### src/rtl/assert_macros.svh
// Assertion macros for the RTL files that check their own logic.
// No dependencies; include by bare file name.
`ifndef ASSERT_MACROS_SVH
`define ASSERT_MACROS_SVH

// Property must hold at every clock edge outside reset.
`define LPE_ASSERT_ALWAYS(label, clk, rst_n, prop, msg) \
  label: assert property (@(posedge clk) disable iff (!rst_n) (prop)) else $error(msg);

// Antecedent implies consequent in the same cycle, outside reset.
`define LPE_ASSERT_IMPLY(label, clk, rst_n, ante, cons, msg) \
  label: assert property (@(posedge clk) disable iff (!rst_n) (ante) |-> (cons)) else $error(msg);

`endif

### src/rtl/lpe_pkg.sv
// Shared types, constants and helpers of the line position estimator.
// No dependencies; used by lpe_front, lpe_fifo, lpe_back and the top level.
package lpe_pkg;

  localparam int SAMPLE_W     = 12;
  localparam int CHAN_W       = 4;
  localparam int MAG_W        = 12;
  localparam int WEIGHT_W     = MAG_W + 1;
  localparam int SUM_W        = 17;
  localparam int CNT_W        = 4;
  localparam int ERR_W        = 13;
  localparam int PREV_W       = 14;
  localparam int PRESET_W     = 13;
  localparam int NUM_SENSORS  = 14;
  localparam int HALF_SENSORS = 7;
  localparam int NUM_REGS     = HALF_SENSORS + 1;
  localparam int REG_IDX_W    = 3;

  localparam logic [CNT_W-1:0] MAX_HITS = 4'hF;

  // Register indexes on the configuration port.
  localparam logic [REG_IDX_W-1:0] REG_THRESHOLD = 3'd0;
  localparam logic [REG_IDX_W-1:0] REG_MAG0      = 3'd1;

  // Divide by five as multiply by ceil(2^18/5) and shift; exact below 2^18.
  localparam int               RECIP5_SHIFT = 18;
  localparam logic [15:0]      RECIP5       = 16'd52429;

  typedef enum logic [1:0] {
    LOST_NONE = 2'b00,
    LOST_POS  = 2'b01,
    LOST_NEG  = 2'b11
  } lost_t;

  typedef logic [HALF_SENSORS-1:0][MAG_W-1:0] mag_arr_t;

  typedef struct packed {
    logic [SAMPLE_W-1:0] threshold;
    mag_arr_t            mag;
  } cfg_t;

  // One classified sample as it travels from front to back.
  typedef struct packed {
    logic                       hit;
    logic signed [WEIGHT_W-1:0] weight;
    logic                       frame_end;
  } q_entry_t;

  // 6/5 of a magnitude, truncated.
  function automatic logic [PRESET_W-1:0] preset_mag(input logic [MAG_W-1:0] m);
    logic [14:0] x6;
    logic [30:0] prod;
    x6   = {1'b0, m, 2'b00} + {2'b00, m, 1'b0};
    prod = {16'd0, x6} * {15'd0, RECIP5};
    return prod[RECIP5_SHIFT +: PRESET_W];
  endfunction

endpackage

### src/rtl/lpe_front.sv
// Front end: takes samples, compares against the threshold and looks up
// the signed channel weight. Depends on lpe_pkg.
module lpe_front (
  input  logic                          in_valid,
  output logic                          in_stall,
  input  logic [lpe_pkg::SAMPLE_W-1:0]  in_sample,
  input  logic [lpe_pkg::CHAN_W-1:0]    in_channel,
  input  logic                          in_frame_end,
  input  lpe_pkg::cfg_t                 cfg,
  input  logic                          q_full,
  output logic                          q_push,
  output lpe_pkg::q_entry_t             q_wdata
);

  logic                               chan_ok;
  logic                               lower_half;
  logic [2:0]                         mag_idx;
  logic [lpe_pkg::MAG_W-1:0]          mag_sel;
  logic signed [lpe_pkg::WEIGHT_W-1:0] weight;

  assign chan_ok    = in_channel < lpe_pkg::CHAN_W'(lpe_pkg::NUM_SENSORS);
  assign lower_half = in_channel < lpe_pkg::CHAN_W'(lpe_pkg::HALF_SENSORS);

  // Invalid channels fall back to entry 0; they never count as hits.
  always_comb begin
    if (!chan_ok) begin
      mag_idx = 3'd0;
    end else if (lower_half) begin
      mag_idx = in_channel[2:0];
    end else begin
      mag_idx = 3'(in_channel - lpe_pkg::CHAN_W'(lpe_pkg::HALF_SENSORS));
    end
  end

  assign mag_sel = cfg.mag[mag_idx];
  assign weight  = lower_half ? -$signed({1'b0, mag_sel}) : $signed({1'b0, mag_sel});

  assign in_stall          = q_full;
  assign q_push            = in_valid && !q_full;
  assign q_wdata.hit       = chan_ok && (in_sample > cfg.threshold);
  assign q_wdata.weight    = weight;
  assign q_wdata.frame_end = in_frame_end;

endmodule

### src/rtl/lpe_fifo.sv
// Short register queue between front and back end.
// Depends on lpe_pkg for the entry type.
module lpe_fifo #(
  parameter int DEPTH = 4
) (
  input  logic              clk,
  input  logic              rst_n,
  input  logic              push,
  input  lpe_pkg::q_entry_t wdata,
  input  logic              pop,
  output lpe_pkg::q_entry_t rdata,
  output logic              full,
  output logic              empty
);

  localparam int PW = (DEPTH > 1) ? $clog2(DEPTH) : 1;
  localparam int CW = $clog2(DEPTH + 1);

  lpe_pkg::q_entry_t mem_r [DEPTH];
  logic [PW-1:0]     wr_ptr_r;
  logic [PW-1:0]     rd_ptr_r;
  logic [CW-1:0]     cnt_r;
  logic [PW-1:0]     wr_ptr_nxt;
  logic [PW-1:0]     rd_ptr_nxt;

  assign full  = cnt_r == CW'(DEPTH);
  assign empty = cnt_r == '0;
  assign rdata = mem_r[rd_ptr_r];

  assign wr_ptr_nxt = (wr_ptr_r == PW'(DEPTH - 1)) ? '0 : wr_ptr_r + 1'b1;
  assign rd_ptr_nxt = (rd_ptr_r == PW'(DEPTH - 1)) ? '0 : rd_ptr_r + 1'b1;

  always_ff @(posedge clk) begin
    if (push) begin
      mem_r[wr_ptr_r] <= wdata;
    end
  end

  always_ff @(posedge clk) begin
    if (!rst_n) begin
      wr_ptr_r <= '0;
      rd_ptr_r <= '0;
      cnt_r    <= '0;
    end else begin
      if (push) begin
        wr_ptr_r <= wr_ptr_nxt;
      end
      if (pop) begin
        rd_ptr_r <= rd_ptr_nxt;
      end
      if (push && !pop) begin
        cnt_r <= cnt_r + 1'b1;
      end else if (pop && !push) begin
        cnt_r <= cnt_r - 1'b1;
      end
    end
  end

endmodule

### src/rtl/lpe_back.sv
// Back end: accumulates classified samples, divides sum by count with a
// bit-serial divider, tracks line loss and holds the result register.
// Depends on lpe_pkg.
module lpe_back (
  input  logic                               clk,
  input  logic                               rst_n,
  input  lpe_pkg::cfg_t                      cfg,
  input  logic                               q_empty,
  input  lpe_pkg::q_entry_t                  q_rdata,
  output logic                               q_pop,
  output logic                               out_valid,
  input  logic                               out_stall,
  output logic signed [lpe_pkg::ERR_W-1:0]   out_line_error,
  output logic [lpe_pkg::CNT_W-1:0]          out_active_count,
  output logic signed [1:0]                  out_lost_side,
  output logic                               out_restart_timer
);

  localparam int DIV_W  = lpe_pkg::SUM_W - 1;
  localparam int STEP_W = $clog2(DIV_W);

  typedef enum logic [1:0] {
    ST_ACC,
    ST_DIV,
    ST_FIN
  } state_t;

  state_t                                state_r;
  logic signed [lpe_pkg::SUM_W-1:0]      acc_sum_r;
  logic [lpe_pkg::CNT_W-1:0]             acc_cnt_r;
  logic [DIV_W-1:0]                      div_quo_r;
  logic [lpe_pkg::CNT_W-1:0]             div_rem_r;
  logic [lpe_pkg::CNT_W-1:0]             div_den_r;
  logic                                  div_neg_r;
  logic [STEP_W-1:0]                     div_step_r;
  lpe_pkg::lost_t                        lost_r;
  logic signed [lpe_pkg::PREV_W-1:0]     prev_err_r;
  logic [lpe_pkg::PRESET_W-1:0]          preset_neg_r;
  logic [lpe_pkg::PRESET_W-1:0]          preset_pos_r;
  logic                                  out_valid_r;
  logic signed [lpe_pkg::ERR_W-1:0]      out_err_r;
  logic [lpe_pkg::CNT_W-1:0]             out_cnt_r;
  logic [1:0]                            out_lost_r;
  logic                                  out_restart_r;

  logic                                  take;
  logic signed [lpe_pkg::SUM_W-1:0]      sum_nxt;
  logic [lpe_pkg::CNT_W-1:0]             cnt_nxt;
  logic signed [lpe_pkg::SUM_W-1:0]      sum_abs;
  logic [lpe_pkg::CNT_W:0]               rem_shift;
  logic                                  rem_ge;
  logic [lpe_pkg::CNT_W:0]               rem_sub;
  logic [lpe_pkg::ERR_W-1:0]             err_mag;
  logic signed [lpe_pkg::ERR_W-1:0]      err_val;
  logic                                  fin_load;
  logic signed [lpe_pkg::PREV_W-1:0]     neg_mag3;
  logic signed [lpe_pkg::PREV_W-1:0]     pos_mag1;
  lpe_pkg::lost_t                        lost_nxt;
  logic signed [lpe_pkg::PREV_W-1:0]     prev_nxt;
  logic                                  restart_nxt;

  // Accumulate: hits past fifteen are dropped.
  assign take    = q_rdata.hit && (acc_cnt_r != lpe_pkg::MAX_HITS);
  assign sum_nxt = acc_sum_r + (take ?
                   {{(lpe_pkg::SUM_W - lpe_pkg::WEIGHT_W){q_rdata.weight[lpe_pkg::WEIGHT_W-1]}},
                    q_rdata.weight} : lpe_pkg::SUM_W'(0));
  assign cnt_nxt = acc_cnt_r + lpe_pkg::CNT_W'(take);
  assign sum_abs = sum_nxt[lpe_pkg::SUM_W-1] ? -sum_nxt : sum_nxt;

  assign q_pop = (state_r == ST_ACC) && !q_empty;

  // One restoring-division step per cycle.
  assign rem_shift = {div_rem_r, div_quo_r[DIV_W-1]};
  assign rem_ge    = rem_shift >= {1'b0, div_den_r};
  assign rem_sub   = rem_shift - {1'b0, div_den_r};

  assign err_mag = {1'b0, div_quo_r[lpe_pkg::ERR_W-2:0]};
  assign err_val = (div_den_r == '0) ? '0 :
                   (div_neg_r ? -$signed(err_mag) : $signed(err_mag));

  assign neg_mag3 = -$signed({2'b00, cfg.mag[3]});
  assign pos_mag1 = $signed({2'b00, cfg.mag[1]});

  always_comb begin
    lost_nxt    = lost_r;
    prev_nxt    = prev_err_r;
    restart_nxt = 1'b0;
    if (div_den_r != '0) begin
      lost_nxt = lpe_pkg::LOST_NONE;
      if (lost_r == lpe_pkg::LOST_NEG) begin
        restart_nxt = 1'b1;
        prev_nxt    = -$signed({1'b0, preset_neg_r});
      end else if (lost_r == lpe_pkg::LOST_POS) begin
        restart_nxt = 1'b1;
        prev_nxt    = $signed({1'b0, preset_pos_r});
      end else begin
        prev_nxt = {{(lpe_pkg::PREV_W - lpe_pkg::ERR_W){err_val[lpe_pkg::ERR_W-1]}}, err_val};
      end
    end else if (prev_err_r < neg_mag3) begin
      lost_nxt = lpe_pkg::LOST_NEG;
    end else if (prev_err_r > pos_mag1) begin
      lost_nxt = lpe_pkg::LOST_POS;
    end
  end

  assign fin_load = (state_r == ST_FIN) && (!out_valid_r || !out_stall);

  // Presets track magnitudes; user changes configuration only while idle.
  always_ff @(posedge clk) begin
    preset_neg_r <= lpe_pkg::preset_mag(cfg.mag[0]);
    preset_pos_r <= lpe_pkg::preset_mag(cfg.mag[lpe_pkg::HALF_SENSORS-1]);
  end

  always_ff @(posedge clk) begin
    if (!rst_n) begin
      state_r     <= ST_ACC;
      acc_sum_r   <= '0;
      acc_cnt_r   <= '0;
      lost_r      <= lpe_pkg::LOST_NONE;
      prev_err_r  <= '0;
      out_valid_r <= 1'b0;
      div_den_r   <= '0;
      div_step_r  <= '0;
    end else begin
      // Load a finished frame, or drop the held result once transferred.
      if (fin_load) begin
        out_valid_r <= 1'b1;
      end else if (!out_stall) begin
        out_valid_r <= 1'b0;
      end
      unique case (state_r)
        ST_ACC: begin
          if (q_pop) begin
            if (q_rdata.frame_end) begin
              acc_sum_r  <= '0;
              acc_cnt_r  <= '0;
              div_den_r  <= cnt_nxt;
              div_neg_r  <= sum_nxt[lpe_pkg::SUM_W-1];
              div_quo_r  <= sum_abs[DIV_W-1:0];
              div_rem_r  <= '0;
              div_step_r <= '0;
              state_r    <= (cnt_nxt == '0) ? ST_FIN : ST_DIV;
            end else begin
              acc_sum_r <= sum_nxt;
              acc_cnt_r <= cnt_nxt;
            end
          end
        end
        ST_DIV: begin
          div_rem_r  <= rem_ge ? rem_sub[lpe_pkg::CNT_W-1:0] : rem_shift[lpe_pkg::CNT_W-1:0];
          div_quo_r  <= {div_quo_r[DIV_W-2:0], rem_ge};
          div_step_r <= div_step_r + 1'b1;
          if (div_step_r == STEP_W'(DIV_W - 1)) begin
            state_r <= ST_FIN;
          end
        end
        ST_FIN: begin
          if (fin_load) begin
            out_err_r     <= err_val;
            out_cnt_r     <= div_den_r;
            out_lost_r    <= lost_nxt;
            out_restart_r <= restart_nxt;
            lost_r        <= lost_nxt;
            prev_err_r    <= prev_nxt;
            state_r       <= ST_ACC;
          end
        end
        default: begin
          state_r <= ST_ACC;
        end
      endcase
    end
  end

  assign out_valid         = out_valid_r;
  assign out_line_error    = out_err_r;
  assign out_active_count  = out_cnt_r;
  assign out_lost_side     = $signed(out_lost_r);
  assign out_restart_timer = out_restart_r;

endmodule

### src/rtl/line_position_estimator.sv
// Line position estimator: turns a scan of reflectance samples into one
// weighted-centroid line error per frame, with loss tracking.
// Depends on lpe_pkg, lpe_front, lpe_fifo, lpe_back and assert_macros.svh.
//
// Samples enter one per cycle while in_stall is low into a small queue
// (FIFO_DEPTH entries); the back end drains it one sample per cycle while
// accumulating and, on the frame-end sample, runs a shift-subtract divider
// when it has hits, then updates the loss state and loads the result
// register, taking no new sample meanwhile; in_stall rises on a full queue.
// The result register holds one finished frame while the next frame
// accumulates. Configuration is to be written through cfg_we/cfg_index/
// cfg_wdata by the user only while the block is idle; the block does not
// enforce this. Index 0 is the threshold, indexes 1 to 7 the magnitudes.
`include "assert_macros.svh"

module line_position_estimator #(
  parameter int FIFO_DEPTH = 4
) (
  input  logic                                clk,
  input  logic                                rst_n,
  input  logic                                cfg_we,
  input  logic [lpe_pkg::REG_IDX_W-1:0]       cfg_index,
  input  logic [lpe_pkg::MAG_W-1:0]           cfg_wdata,
  input  logic                                in_valid,
  output logic                                in_stall,
  input  logic [lpe_pkg::SAMPLE_W-1:0]        in_sample,
  input  logic [lpe_pkg::CHAN_W-1:0]          in_channel,
  input  logic                                in_frame_end,
  output logic                                out_valid,
  input  logic                                out_stall,
  output logic signed [lpe_pkg::ERR_W-1:0]    out_line_error,
  output logic [lpe_pkg::CNT_W-1:0]           out_active_count,
  output logic signed [1:0]                   out_lost_side,
  output logic                                out_restart_timer
);

  lpe_pkg::cfg_t     cfg_r;
  lpe_pkg::q_entry_t q_wdata;
  lpe_pkg::q_entry_t q_rdata;
  logic              q_push;
  logic              q_pop;
  logic              q_full;
  logic              q_empty;
  logic [2:0]        mag_wr_idx;

  assign mag_wr_idx = 3'(cfg_index - lpe_pkg::REG_MAG0);

  always_ff @(posedge clk) begin
    if (!rst_n) begin
      cfg_r <= '0;
    end else if (cfg_we) begin
      if (cfg_index == lpe_pkg::REG_THRESHOLD) begin
        cfg_r.threshold <= cfg_wdata;
      end else begin
        cfg_r.mag[mag_wr_idx] <= cfg_wdata;
      end
    end
  end

  lpe_front u_front (
    .in_valid     (in_valid),
    .in_stall     (in_stall),
    .in_sample    (in_sample),
    .in_channel   (in_channel),
    .in_frame_end (in_frame_end),
    .cfg          (cfg_r),
    .q_full       (q_full),
    .q_push       (q_push),
    .q_wdata      (q_wdata)
  );

  lpe_fifo #(
    .DEPTH (FIFO_DEPTH)
  ) u_fifo (
    .clk   (clk),
    .rst_n (rst_n),
    .push  (q_push),
    .wdata (q_wdata),
    .pop   (q_pop),
    .rdata (q_rdata),
    .full  (q_full),
    .empty (q_empty)
  );

  lpe_back u_back (
    .clk               (clk),
    .rst_n             (rst_n),
    .cfg               (cfg_r),
    .q_empty           (q_empty),
    .q_rdata           (q_rdata),
    .q_pop             (q_pop),
    .out_valid         (out_valid),
    .out_stall         (out_stall),
    .out_line_error    (out_line_error),
    .out_active_count  (out_active_count),
    .out_lost_side     (out_lost_side),
    .out_restart_timer (out_restart_timer)
  );

  `LPE_ASSERT_IMPLY(a_nohit_zero, clk, rst_n, out_valid && (out_active_count == '0), (out_line_error == '0) && !out_restart_timer, "frame without hits must report zero error and no restart")
  `LPE_ASSERT_IMPLY(a_restart_on_line, clk, rst_n, out_valid && out_restart_timer, (out_lost_side == '0) && (out_active_count != '0), "restart pulse only on a reacquired frame")
  `LPE_ASSERT_IMPLY(a_lost_nohit, clk, rst_n, out_valid && (out_lost_side != '0), out_active_count == '0, "lost side reported on a frame with hits")

endmodule

### config.mk
export PLATFORM = sky130hd
export DESIGN_NAME = line_position_estimator
export DESIGN_NICKNAME = d
export VERILOG_FILES = /design/src/rtl/lpe_pkg.sv /design/src/rtl/lpe_front.sv /design/src/rtl/lpe_fifo.sv /design/src/rtl/lpe_back.sv /design/src/rtl/line_position_estimator.sv
export VERILOG_INCLUDE_DIRS = /design/src /design/src/rtl
export SDC_FILE = /design/constraint.sdc
export NUM_CORES = 1
export LEC_CHECK = 0
export ABC_AREA = 0
export BUFFER_PORTS_ARGS = -buffer_cell sky130_fd_sc_hd__buf_2
export CORE_ASPECT_RATIO = 0.8
export CORE_MARGIN = 2
export CORE_UTILIZATION = 40
export DETAILED_ROUTE_END_ITERATION = 6
export PLACE_DENSITY = 0.53
export SKIP_LAST_GASP = 1
export SLEW_MARGIN = 25
export SYNTH_ARGS = -nofsm -noshare
export SYNTH_HDL_FRONTEND = slang
export SYNTH_SLANG_ARGS = --single-unit
export TNS_END_PERCENT = 30
### constraint.sdc
create_clock -name clk -period 10.4 [get_ports clk]
set_input_delay 0.52 -clock clk [delete_from_list [all_inputs] [get_ports clk]]
set_output_delay 0.52 -clock clk [all_outputs]
set_load 0.01 [all_outputs]
==> impl_metrics.toml <==
[cts]
path_clk_slew_ns = 0.07
cts_tree = "yes"
holdBufCountCts = 0
cts.repair.resized = 0
cts_buffers = 30
clk_latency_ns = 0.58
postCtsSetupBuffers = 0
cts.sinks = 280
clk_path_buf_depth = 3
clockRootBuffer = "clkbuf_16"
cts_max_level = 1

[placement]
io_buffers = 58
hpwl_um = 42100
dp.cells = 2962
gp_congestion = 0.851
pre_cts_ws_ns = 2.21

[worst_setup_path]
r2r_end = "u_back.preset_pos_r[12]"
critPathSlowestCell = "fa_1"
reg2regPathDepth = 28
r2r_start = "cfg_r[74]"
crit_start = "cfg_r[74]"
rrSetupSlack_ns = 2.28
cpMostUsedCell = "fa_1"
cp_data_required_time_ns = 10.86
path_max_fanout = 5
setup.worst_path.start_class = "flop"
end_kind = "flop"
critPathKind = "flop to flop"
slowest_delay_ns = 0.58
crit_arrival_ns = 8.58

[drt]
wl_um = 53300
ant_nets = 0
route.detailed.drc = 0
via_per_inst = 5.14
drt_iter0_markers = 816
wl_per_cell_um = 17.7
dr_total_vias = 15500
first_pass_iters = 5

[pwr]
power_w = 0.00436
power_density_nw_per_um2 = 181
p_int_w = 0.00270
switching_power_w = 0.00166
clkPwrFrac_pct = 24.2
leakage_nw = 11.5
p_sw_share_pct = 38.1
irDropWorstVdd_v = 0.000126
seqPwrFrac_pct = 34.1
p_comb_share_pct = 41.7

[sta]
fin_worst_skew_ns = 0.0187
fmax_ghz = 0.123
finalHoldViolations = 0
finalCriticalPeriod_ns = 8.12
slew_violations = 0
fin_crit_sh_pct = 78.1
timing.hold.ws_ns = 0.164
rsz0062_at_grt = "no"
worst_pin_slew_ns = 1.05
setup_tns_ns = 0
slew_headroom_pct = 30.0
finalSetupViolations = 0
finalWorstSetupSlack_ns = 2.28

[finish]
regArea_um2 = 6620
multiInputGateArea_um2 = 14300
syn_to_final_growth_pct = 8.79
drive_gt1_share_pct = 7.63
nFillCells = 5281
nets = 2703
fin_cells = 3017

[logic_synthesis]
synthCells = 2227
ys_types = 85
ys_seq_area_share_pct = 29.8
synth_area_um2 = 22200
async_flop_share_pct = 0
synth.net_count = 2686
synth_seq_cells = 280
yosys_warnings = 0
synth_edf_count = 101
avgSynthCellArea_um2 = 9.96
synthFlopType = "dfxtp_1"

[worst_hold_path]
min_to = "u_fifo.mem_r[1][0]"
holdCritPathClass = "input port to flop"
min_from = "in_frame_end"
hold_depth = 1

[global_route]
grt_max_degree = 120
grt_pass1_wl_um = 85900
grt_usage_pct = 18.8
grt_antenna_before_repair = 2
grt_overflow = 0
grt_pass1_vias = 15600

[die]
rows = 77
core_area_um2 = 55000
die_w_um = 267
dieHeight_um = 215
initial_core_util_pct = 40.3
io_pins = 59
dieArea_um2 = 57300

[job]
drv_cap = 0

[outcome]
outcome = "completed"
-- synthesized netlist by cell type, types with 10 or more instances --
| cell type | instances | area, um2 |
|---|---|---|
| ha_1 | 315 | 3940 |
| inv_1 | 255 | 957 |
| dfxtp_1 | 179 | 3580 |
| nor2b_1 | 145 | 907 |
| nor2_1 | 120 | 450 |
| mux2i_1 | 116 | 1160 |
| nand2_1 | 113 | 424 |
| fa_1 | 107 | 2140 |
| edfxtp_1 | 101 | 3030 |
| a21oi_1 | 95 | 475 |
| xnor2_1 | 74 | 648 |
| clkbuf_1 | 64 | 240 |
| o21ai_0 | 55 | 275 |
| xor2_1 | 46 | 403 |
| nor3_1 | 35 | 175 |
| and3_1 | 29 | 181 |
| a21boi_0 | 25 | 188 |
| a21o_1 | 25 | 188 |
| nand3_1 | 21 | 105 |
| a211oi_1 | 19 | 143 |
| nand2b_1 | 19 | 119 |
| nand4_1 | 18 | 113 |
| and2_1 | 16 | 100 |
| a22oi_1 | 15 | 113 |
| mux4_2 | 15 | 338 |
| o21a_1 | 14 | 105 |
| a221oi_1 | 12 | 105 |
| mux2_2 | 12 | 135 |
| a221o_1 | 10 | 100 |
| o31ai_1 | 10 | 75.1 |
-- stage by stage --
stage | utilization (%) | cell area (um2)
after global routing | 43.8 | 24100
after CTS | 43.8 | 24100
after floorplan | - | 22200
after global placement | 42.1 | 23200
final | 43.8 | 24100
after detailed placement | 42.1 | 23200
-- how the worst max path moves through the flow --
stage	slack, ns	cells after the start	to
after floorplan	2.88	27	u_back.preset_pos_r[12]
after global placement	2.39	27	u_back.preset_pos_r[12]
after detailed placement	2.21	28	u_back.preset_pos_r[12]
after CTS	2.20	28	u_back.preset_pos_r[12]
after global routing	1.74	28	u_back.preset_pos_r[12]
final	2.28	28	u_back.preset_pos_r[12]
-- state kept, by name, summed over array words and instances (netlist names), named ones only --
signal and flops:
u_back.out_active_count 4, u_back.div_neg_r 1, u_back.out_line_error 13, u_back.div_quo_r 16, u_back.preset_neg_r 13, u_back.prev_err_r 14, u_back.out_restart_timer 1, u_back.acc_sum_r 17
u_back.div_step_r 4, u_back.lost_r 2, u_back.out_lost_side 2, u_back.div_rem_r 4, u_back.out_valid 1, u_fifo.cnt_r 3, cfg_r 96, u_fifo.rd_ptr_r 2
u_fifo.mem_r 60, u_back.div_den_r 4, u_fifo.wr_ptr_r 2, u_back.preset_pos_r 13, u_back.state_r 2, u_back.acc_cnt_r 4
-- critical path: cells and delay by family, from the launching register on --
family | cells | cell delay (ns)
buffers and inverters | 4 | 0.27
DFF | 1 | 0.42
AOI/OAI and AO/OA | 13 | 3.13
and+or+nand+nor | 1 | 0.21
adders and majority gates | 8 | 3.33
xor gates and xnor gates | 2 | 0.64
-- cell usage in the layout, fill, tap and decap left out, types with 12 or more instances in the layout --
master / synthesis / layout
ha_1: 315 / 315
inv_1: 255 / 255
dfxtp_1: 179 / 179
nor2b_1: 145 / 145
nor2_1: 120 / 120
mux2i_1: 116 / 116
nand2_1: 113 / 113
fa_1: 107 / 107
edfxtp_1: 101 / 101
a21oi_1: 95 / 95
xnor2_1: 74 / 74
buf_2: 7 / 57
o21ai_0: 55 / 55
xor2_1: 46 / 45
nor3_1: 35 / 34
clkbuf_16: 0 / 31
and3_1: 29 / 29
a21o_1: 25 / 25
a21boi_0: 25 / 25
nand3_1: 21 / 21
a211oi_1: 19 / 19
nand2b_1: 19 / 18
nand4_1: 18 / 18
and2_1: 16 / 16
a22oi_1: 15 / 15
mux4_2: 15 / 15
o21a_1: 14 / 14
a221oi_1: 12 / 12
mux2_2: 12 / 12
-- power groups by stage --
stage               logic, W  registers (W)  clock network (W)
detailed placement   0.00183        0.00151                  0
global placement     0.00180        0.00151                  0
floorplan            0.00138        0.00146                  0
finish               0.00182        0.00149            0.00105
global route         0.00205        0.00151            0.00112
CTS                  0.00184        0.00149            0.00108
-- routing by layer --
layer | vias up | GRT usage [%] | wire [um] | part of all wire, %
met5 | - | 0 | 12 | 0.023
met4 | 2 | 3.01 | 752 | 1.4
met3 | 42 | 2.16 | 1570 | 2.9
met2 | 177 | 30.6 | 24600 | 46
met1 | 7495 | 27.2 | 26400 | 50
li1 | 7785 | - | - | -
-- cell type report --
cell class	count	area share [%]
clock inverter	8	0.332
inverter	255	3.97
tap	750	3.89
antenna	1	0.0104
sequential	280	27.4
clock buffer	46	3.59
timing repair buffer	68	1.54
multi-input combinational	1609	59.2
-- cell families after synthesis --
kind of cell	share of synthesized area, %
AOI/OAI and AO/OA	11.2
xor gates and xnor gates	4.84
adders and majority gates	27.4
buffers and inverters	5.91
DFF	29.8
muxes	7.54
and+or+nand+nor	13.2
(Power assumes the default switching activity.)
